### config.mk
export PLATFORM = sky130hd
export DESIGN_NAME = mwia_back
export DESIGN_NICKNAME = d
export VERILOG_FILES = /design/src/rtl/core/mwia_pkg.sv /design/src/rtl/core/mwia_back.sv
export SDC_FILE = /design/constraint.sdc
export NUM_CORES = 1
export LEC_CHECK = 0
export BUFFER_PORTS_ARGS = -buffer_cell sky130_fd_sc_hd__buf_2
export CORE_MARGIN = 2
export CORE_UTILIZATION = 27
export DETAILED_ROUTE_END_ITERATION = 8
export SLEW_MARGIN = 20
export SYNTH_ARGS = -nofsm -noshare
export SYNTH_HDL_FRONTEND = slang
export SYNTH_SLANG_ARGS = --single-unit
### constraint.sdc
create_clock -name i_clk -period 3.1 [get_ports i_clk]
set_input_delay 0.465 -clock i_clk [delete_from_list [all_inputs] [get_ports i_clk]]
set_output_delay 0.465 -clock i_clk [all_outputs]
set_load 0.02 [all_outputs]
### src/rtl/core/mwia_pkg.sv
`timescale 1ns / 1ps
`default_nettype none
// ----------------------------------------------------------------------------
// mwia_pkg
// Shared types, op codes and width helpers for the multi-width integer ALU.
// ----------------------------------------------------------------------------
package mwia_pkg;

    localparam int DATA_W     = 64;
    localparam int DIV_STAGES = DATA_W;
    localparam int SH_W       = 6;

    typedef enum logic [3:0] {
        OP_ADD = 4'd0,
        OP_SUB = 4'd1,
        OP_MUL = 4'd2,
        OP_DIV = 4'd3,
        OP_MOD = 4'd4,
        OP_AND = 4'd5,
        OP_OR  = 4'd6,
        OP_XOR = 4'd7,
        OP_SHL = 4'd8,
        OP_SHR = 4'd9
    } t_op;

    typedef enum logic [1:0] {
        W_8  = 2'd0,
        W_16 = 2'd1,
        W_32 = 2'd2,
        W_64 = 2'd3
    } t_wsel;

    // side data carried alongside the divider
    typedef struct packed {
        logic [3:0]        op;
        logic [1:0]        wsel;
        logic              neg_q;
        logic              neg_r;
        logic              div0;
        logic [DATA_W-1:0] res;
    } t_side;

    function automatic logic [DATA_W-1:0] width_mask(input logic [1:0] wsel);
        logic [DATA_W-1:0] m;
        unique case (wsel)
            W_8:     m = 64'h0000_0000_0000_00FF;
            W_16:    m = 64'h0000_0000_0000_FFFF;
            W_32:    m = 64'h0000_0000_FFFF_FFFF;
            default: m = 64'hFFFF_FFFF_FFFF_FFFF;
        endcase
        return m;
    endfunction

    function automatic logic [DATA_W-1:0] sext_w(input logic [DATA_W-1:0] v,
                                                 input logic [1:0]        wsel);
        logic [DATA_W-1:0] s;
        unique case (wsel)
            W_8:     s = {{56{v[7]}}, v[7:0]};
            W_16:    s = {{48{v[15]}}, v[15:0]};
            W_32:    s = {{32{v[31]}}, v[31:0]};
            default: s = v;
        endcase
        return s;
    endfunction

endpackage
`default_nettype wire

### src/rtl/core/mwia_back.sv
`timescale 1ns / 1ps
`default_nettype none
// ----------------------------------------------------------------------------
// mwia_back
// Quotient/remainder sign fix, result select, width mask and output register.
// ----------------------------------------------------------------------------
module mwia_back (
    input  wire logic                        i_clk,
    input  wire logic                        i_rst_n,
    input  wire logic                        i_en,
    input  wire logic                        i_valid,
    input  wire mwia_pkg::t_side             i_side,
    input  wire logic [mwia_pkg::DATA_W-1:0] i_quo,
    input  wire logic [mwia_pkg::DATA_W-1:0] i_rem,
    output logic                             o_valid,
    output logic [mwia_pkg::DATA_W-1:0]      o_zext,
    output logic [mwia_pkg::DATA_W-1:0]      o_sext,
    output logic                             o_zero,
    output logic                             o_handled
);
    import mwia_pkg::*;

    logic              r_e_valid, r_e_handled;
    logic [1:0]        r_e_wsel;
    logic [DATA_W-1:0] r_e_res;
    logic              r_f_valid, r_f_handled, r_f_zero;
    logic [DATA_W-1:0] r_f_zext, r_f_sext;

    logic [DATA_W-1:0] n_e_res, n_f_m;
    logic              n_e_handled, n_e_is_div;

    always_comb begin
        n_e_is_div = (i_side.op == OP_DIV) || (i_side.op == OP_MOD);
        unique case (i_side.op)
            OP_DIV:  n_e_res = i_side.neg_q ? (64'd0 - i_quo) : i_quo;
            OP_MOD:  n_e_res = i_side.neg_r ? (64'd0 - i_rem) : i_rem;
            default: n_e_res = i_side.res;
        endcase
        n_e_handled = (i_side.op <= OP_SHR) && !(n_e_is_div && i_side.div0);
        n_f_m       = r_e_res & width_mask(r_e_wsel);
    end

    always_ff @(posedge i_clk) begin
        if (!i_rst_n) begin
            r_e_valid <= 1'b0;
            r_f_valid <= 1'b0;
        end else if (i_en) begin
            r_e_valid <= i_valid;
            r_f_valid <= r_e_valid;
        end
    end

    always_ff @(posedge i_clk) begin
        if (i_en) begin
            r_e_res     <= n_e_res;
            r_e_wsel    <= i_side.wsel;
            r_e_handled <= n_e_handled;
            r_f_handled <= r_e_handled;
            r_f_zext    <= r_e_handled ? n_f_m : '0;
            r_f_sext    <= r_e_handled ? sext_w(n_f_m, r_e_wsel) : '0;
            r_f_zero    <= r_e_handled && (n_f_m == '0);
        end
    end

    assign o_valid   = r_f_valid;
    assign o_zext    = r_f_zext;
    assign o_sext    = r_f_sext;
    assign o_zero    = r_f_zero;
    assign o_handled = r_f_handled;

endmodule
`default_nettype wire

==> flow_summary.toml, run 1 <==
[outcome]
status = "completed"

[timing]
period_minus_slack_ps = 2730
period_share = 0.881
max-slew-margin-rel = 0.285
setup_tns_ps = 0
worst_slew_pin_slew_ps = 1070
whs_ps = 199
fmax_mhz = 366
final-setup-viol-count = 0
finalMaxSlewViolations = 0
worst_slack_ps = 369
fin_skew_ps = 17.2
hold_viol = 0
rsz0062_at_grt = "false"

[detailed_routing]
ant_nets = 0
first_pass_iters = 5
drcViolationCount = 0
num_vias = 10100
viasPerCell = 5.14
wl_per_cell_um = 22.0
drt_wl_total_um = 43100
drt_iter0_markers = 975

[global_routing]
grt_max_degree = 78
first_global_vias = 9752
antenna_found_initial = 14
grt_pass1_wl_um = 61300
grt-ovfl-total = 0
grtUsageTotal = 0.199

[synthesis]
yosysWarnings = 0
syn_inst = 1014
synth_top_family_by_area = "simple AND/OR/NAND/NOR gates"
syn_avg_cell_area_um2 = 10.9
yosysSeqAreaShare = 0.519
synth_xor_area_frac = 0.0915
synth_common_cells = "189 x edfxtp_1, 103 x nand2_1, 87 x xor2_1, 53 x o21ai_0"
synth_area_leaders = "edfxtp_1 52%, xor2_1 6.9%, o221ai_1 3.6%"
yosysTopAreaCell = "edfxtp_1"
synth_top_area_frac = 0.516
synthAdderAreaFrac = 0.00227
synth_nets = 1221
synth-main-ff-cell = "edfxtp_1"
yosys.area_share.simple = 0.203
synth_compound_area_frac = 0.142
synth.most_common_cell = "edfxtp_1"
ys_ff_latch = 191
async_flop_share = 0
netlist_area_um2 = 11000
ys_types = 61
synth_edf_count = 189
synthMuxAreaShare = 0.0103

[cts]
cts_setup_buffers = 0
root_buffer = "clkbuf_16"
worstSkewPairLatency_ps = 460
clk_path_buf_depth = 2
cts_hold_buf = 0
htreeDepth = 4
cts.sinks = 191
clkSlewWorstSetupHoldPaths_ps = 70
cts_tree = "done"
cts.repair.resized = 0
cts_made_buffers = 17

[flow_run]
cap_violations = 0

[power_and_ir_drop]
leakage_nw = 6.03
peakVddDrop_mv = 0.381
powerDensity_nw_per_um2 = 464

[placed_design]
post-place-ws_ps = -114
dp.cells = 1915
port_buffers = 335
hpwl_um = 34800
gp_congestion = 0.904

[cells_and_area]
stdcell_count = 1956
nNetsFinal = 1616
layout-drive-gt1-share = 0.347
area_delta_synth_final_pct = 32.3

[floorplan]
rows = 73
core-area_um2 = 40000
die-area_um2 = 42400
io_pins = 336
start_util = 0.275
fp.dieW_um = 206
die_height_um = 206

[setup_path]
endpoint_kind = "flop"
start_kind = "input pin"
worstPathArrival_ps = 2910
required_ps = 3280
crit_type = "in -> reg"
cp_max_fo = 7

[worst_hold_path]
min_path_type = "in -> reg"
## worst max-delay path: stages
cell and delay [ps]:
buf_2 110, inv_1 60, ha_1 160, or4b_1 510, nand4b_1 290, or4b_1 570
buf_4 200, o41ai_4 220, xor2_1 170, o221ai_1 140
## layout by cell type (no fill, tap or decap), drive strengths merged, types with 4 or more instances in the layout
cell and instances:
and2 50, xnor2 28, o211ai 5, or4 30, clkbuf 18, o21ai 53, a22oi 10, o31a 5
a21oi 5, nor3 27, a31oi 4, mux2i 8, and3 8, o221ai 45, or3 20, o31ai 30
nand2b 39, or2 6, nor4 27, nor4b 4, o41ai 24, nand3 18, nand4 18, edfxtp 189
nor2 39, xor2 87, nand2 103, inv 25, diode 9, buf 440, clkinv 5, a21boi 9
## metal layers
metal,wire (µm),part of all wire,track usage
met3,3050,0.071,0.0408
met5,74,0.0017,0
met4,852,0.020,0.0599
met2,19600,0.45,0.312
met1,19500,0.45,0.275
## where the power goes
group	switching (W)	internal, W	leakage, nW
clock	0.00106	0.00122	0.292
combinational	0.000798	0.000477	3.79
sequential	0.000104	0.00310	1.95
## area by class of cell
type	instances	area, µm²
antenna	9	22.5
clock buffer	18	429
clock inverter	14	174
fill	4056	25400
inverter	19	71.3
multi-input combinational	740	4970
sequential	191	5720
tap	525	657
timing repair buffer	440	2520
## flip-flops by register name, summed over array words and instances, names as in the netlist, 2 cells and up
| signal | flops |
|---|---|
| r_e_res | 64 |
| o_zext | 64 |
| o_sext | 56 |
| r_e_wsel | 2 |
## cells by family after synthesis
family / Yosys count
AOI/OAI and AO/OA: 207
xor gates and xnor gates: 115
adders and majority gates: 2
buffers and inverters: 83
DFF: 191
muxes: 11
and+or+nand+nor: 405
## path summary, 6_finish.rpt
path	startpoint	to	depth (start not counted)	slack (ps)
setup reg to reg	r_e_res[45]$_DFFE_PP_	o_zero$_DFFE_PP_	5	760
hold / removal	i_side[67]	r_e_wsel[0]$_DFFE_PP_	1	200
hold reg to reg	o_valid$_SDFFE_PN0P_	o_valid$_SDFFE_PN0P_	2	520
setup / recovery	i_rem[0]	r_e_res[50]$_DFFE_PP_	10	370
## per-stage QoR
stage | cell area (µm²) | power, W | utilization
floorplan | 11000 | 0.00385 | -
global placement | 13900 | 0.00452 | 0.348
detailed placement | 13900 | 0.00454 | 0.348
CTS | 14500 | 0.00681 | 0.363
global route | 14600 | 0.00703 | 0.364
finish | 14600 | 0.00676 | 0.364
Power figures use the tool's default switching activity.
==> run 2, diff against run 1 <==
--- a/config.mk
+++ b/config.mk
@@ -7,8 +7,10 @@
 export LEC_CHECK = 0
 export BUFFER_PORTS_ARGS = -buffer_cell sky130_fd_sc_hd__buf_2
 export CORE_MARGIN = 2
-export CORE_UTILIZATION = 27
+export CORE_UTILIZATION = 50
+export CTS_CLUSTER_SIZE = 20
 export DETAILED_ROUTE_END_ITERATION = 8
+export PLACE_DENSITY = 0.84
 export SLEW_MARGIN = 20
 export SYNTH_ARGS = -nofsm -noshare
 export SYNTH_HDL_FRONTEND = slang
==> flow_summary.toml, run 2 (same netlist as run 1, synthesis figures left out) <==
[cells_and_area]
n_fill_cell = 1764
final_cell_mix = "334 x buf_2, 189 x edfxtp_1, 103 x nand2_1, 87 x xor2_1, 65 x buf_4"
nNetsFinal = 1579
finalInstanceArea_um2 = 13900
multi_input_area_um2 = 4970
seqCellArea_um2 = 5720
area_delta_synth_final_pct = 26.6
layout-drive-gt1-share = 0.330
utilization = 0.642
layout_commonest_cell = "buf_2"

[timing]
worst_slew_pin_slew_ps = 758
rsz0062_at_grt = "false"
fmax_mhz = 366
worst_slack_ps = 371
period_share = 0.880
max-slew-margin-rel = 0.490
fin_skew_ps = 13.8
setup_tns_ps = 0
period_minus_slack_ps = 2730
finalMaxSlewViolations = 0
hold_viol = 0
final-setup-viol-count = 0
whs_ps = 206

[cts]
cts_hold_buf = 0
worstSkewPairLatency_ps = 440
cts_made_buffers = 17
root_buffer = "clkbuf_16"
cts.sinks = 191
clkSlewWorstSetupHoldPaths_ps = 70
cts_tree = "done"
cts_setup_buffers = 0
cts.repair.resized = 0
clk_path_buf_depth = 2
htreeDepth = 4

[setup_path]
crit_type = "in -> reg"
r2r-end = "o_sext[39]$_SDFFCE_PN0P_"
worstPathCellList = "buf_2 -> or4_1 -> buf_4 -> or4_1 -> or4_1 -> o21ai_0 -> xor2_1 -> o221ai_1"
start_kind = "input pin"
critical_path.max_stage_delay_ps = 540
crit_start = "i_quo[38]"
r2r_setup_slack_ps = 1110
required_ps = 3260
worstPathArrival_ps = 2890
reg2reg_from = "r_e_wsel[0]$_DFFE_PP_"
cp_max_fo = 4
endpoint_kind = "flop"
reg2reg_depth = 5
crit_top_cell = "or4_1"
critical_path.endpoint = "r_e_res[45]$_DFFE_PP_"
critPathSlowestCell = "or4_1"

[placed_design]
port_buffers = 335
place_area_um2 = 13300
post-place-ws_ps = -25.3
gp_congestion = 0.966
hpwl_um = 29000

[power_and_ir_drop]
p_seq_frac = 0.488
power_frac_clock = 0.327
peakVddDrop_mv = 0.343
p_comb_frac = 0.185
p_int_w = 0.00470
p_sw_w = 0.00187
powerDensity_nw_per_um2 = 472
leakage_nw = 5.83
swShare = 0.284

[detailed_routing]
drt_iter0_markers = 1242
ant_nets = 0
drt_wl_total_um = 37100
first_pass_iters = 5
num_vias = 10200
wl_per_cell_um = 22.1
drcViolationCount = 0
viasPerCell = 6.07

[global_routing]
first_global_vias = 9837
antenna_found_initial = 8
grt_max_degree = 67
grtUsageTotal = 0.314
grt-ovfl-total = 0
grt_pass1_wl_um = 56400

[floorplan]
die_height_um = 152
core-area_um2 = 21700
io_pins = 336
start_util = 0.507
fp.dieW_um = 152
rows = 54
die-area_um2 = 23200

[worst_hold_path]
min_path_type = "in -> reg"

[flow_run]
cap_violations = 0

[outcome]
status = "completed"
run 2: worst max-delay path, delay by kind of cell:
family	cells	cell delay, ps
AOI/OAI and AO/OA	2	380
xor gates and xnor gates	1	320
buffers and inverters	2	290
and+or+nand+nor	3	1430
run 2: cell type report:
cell class                      count  share of cell area
Antenna cell                        9             0.00162
Clock buffer                       19              0.0318
Clock inverter                     13             0.00934
Inverter                           19             0.00512
Multi-Input combinational cell    740               0.357
Sequential cell                   191               0.410
Tap cell                          280              0.0251
Timing Repair Buffer              403               0.160
run 2: metal layers:
metal | wire length, µm | up-vias | GRT usage
li1 | - | 4616 | -
met1 | 15000 | 4746 | 0.431
met2 | 17000 | 706 | 0.494
met3 | 3540 | 94 | 0.0577
met4 | 1430 | 2 | 0.132
met5 | 16 | - | 0
run 2: worst min path at each step:
| stage | startpoint | slack (ps) | to | cells after the start |
|---|---|---|---|---|
| finish | i_side[67] | 210 | r_e_wsel[0]$_DFFE_PP_ | 1 |
| global route | i_side[67] | 190 | r_e_wsel[0]$_DFFE_PP_ | 1 |
| CTS | i_side[67] | 200 | r_e_wsel[0]$_DFFE_PP_ | 1 |
| detailed placement | r_e_valid$_SDFFE_PN0P_ | 530 | r_e_valid$_SDFFE_PN0P_ | 2 |
| global placement | o_valid$_SDFFE_PN0P_ | 490 | o_valid$_SDFFE_PN0P_ | 2 |
| floorplan | r_e_valid$_SDFFE_PN0P_ | 480 | r_e_valid$_SDFFE_PN0P_ | 2 |
run 2: metrics by stage:
step,power (W),std cells
6_report,0.00657,1674
5_1_grt,0.00679,1672
3_5_place_dp,0.00445,1633
4_1_cts,0.00656,1665
3_3_place_gp,0.00442,1633
2_1_floorplan,0.00385,1014
run 2: power by group through the flow:
stage | registers, W | logic [W] | clock network, W
3_3_place_gp | 0.00325 | 0.00117 | 0
2_1_floorplan | 0.00338 | 0.000471 | 0
6_report | 0.00320 | 0.00122 | 0.00215
5_1_grt | 0.00322 | 0.00130 | 0.00226
3_5_place_dp | 0.00326 | 0.00119 | 0
4_1_cts | 0.00320 | 0.00120 | 0.00216
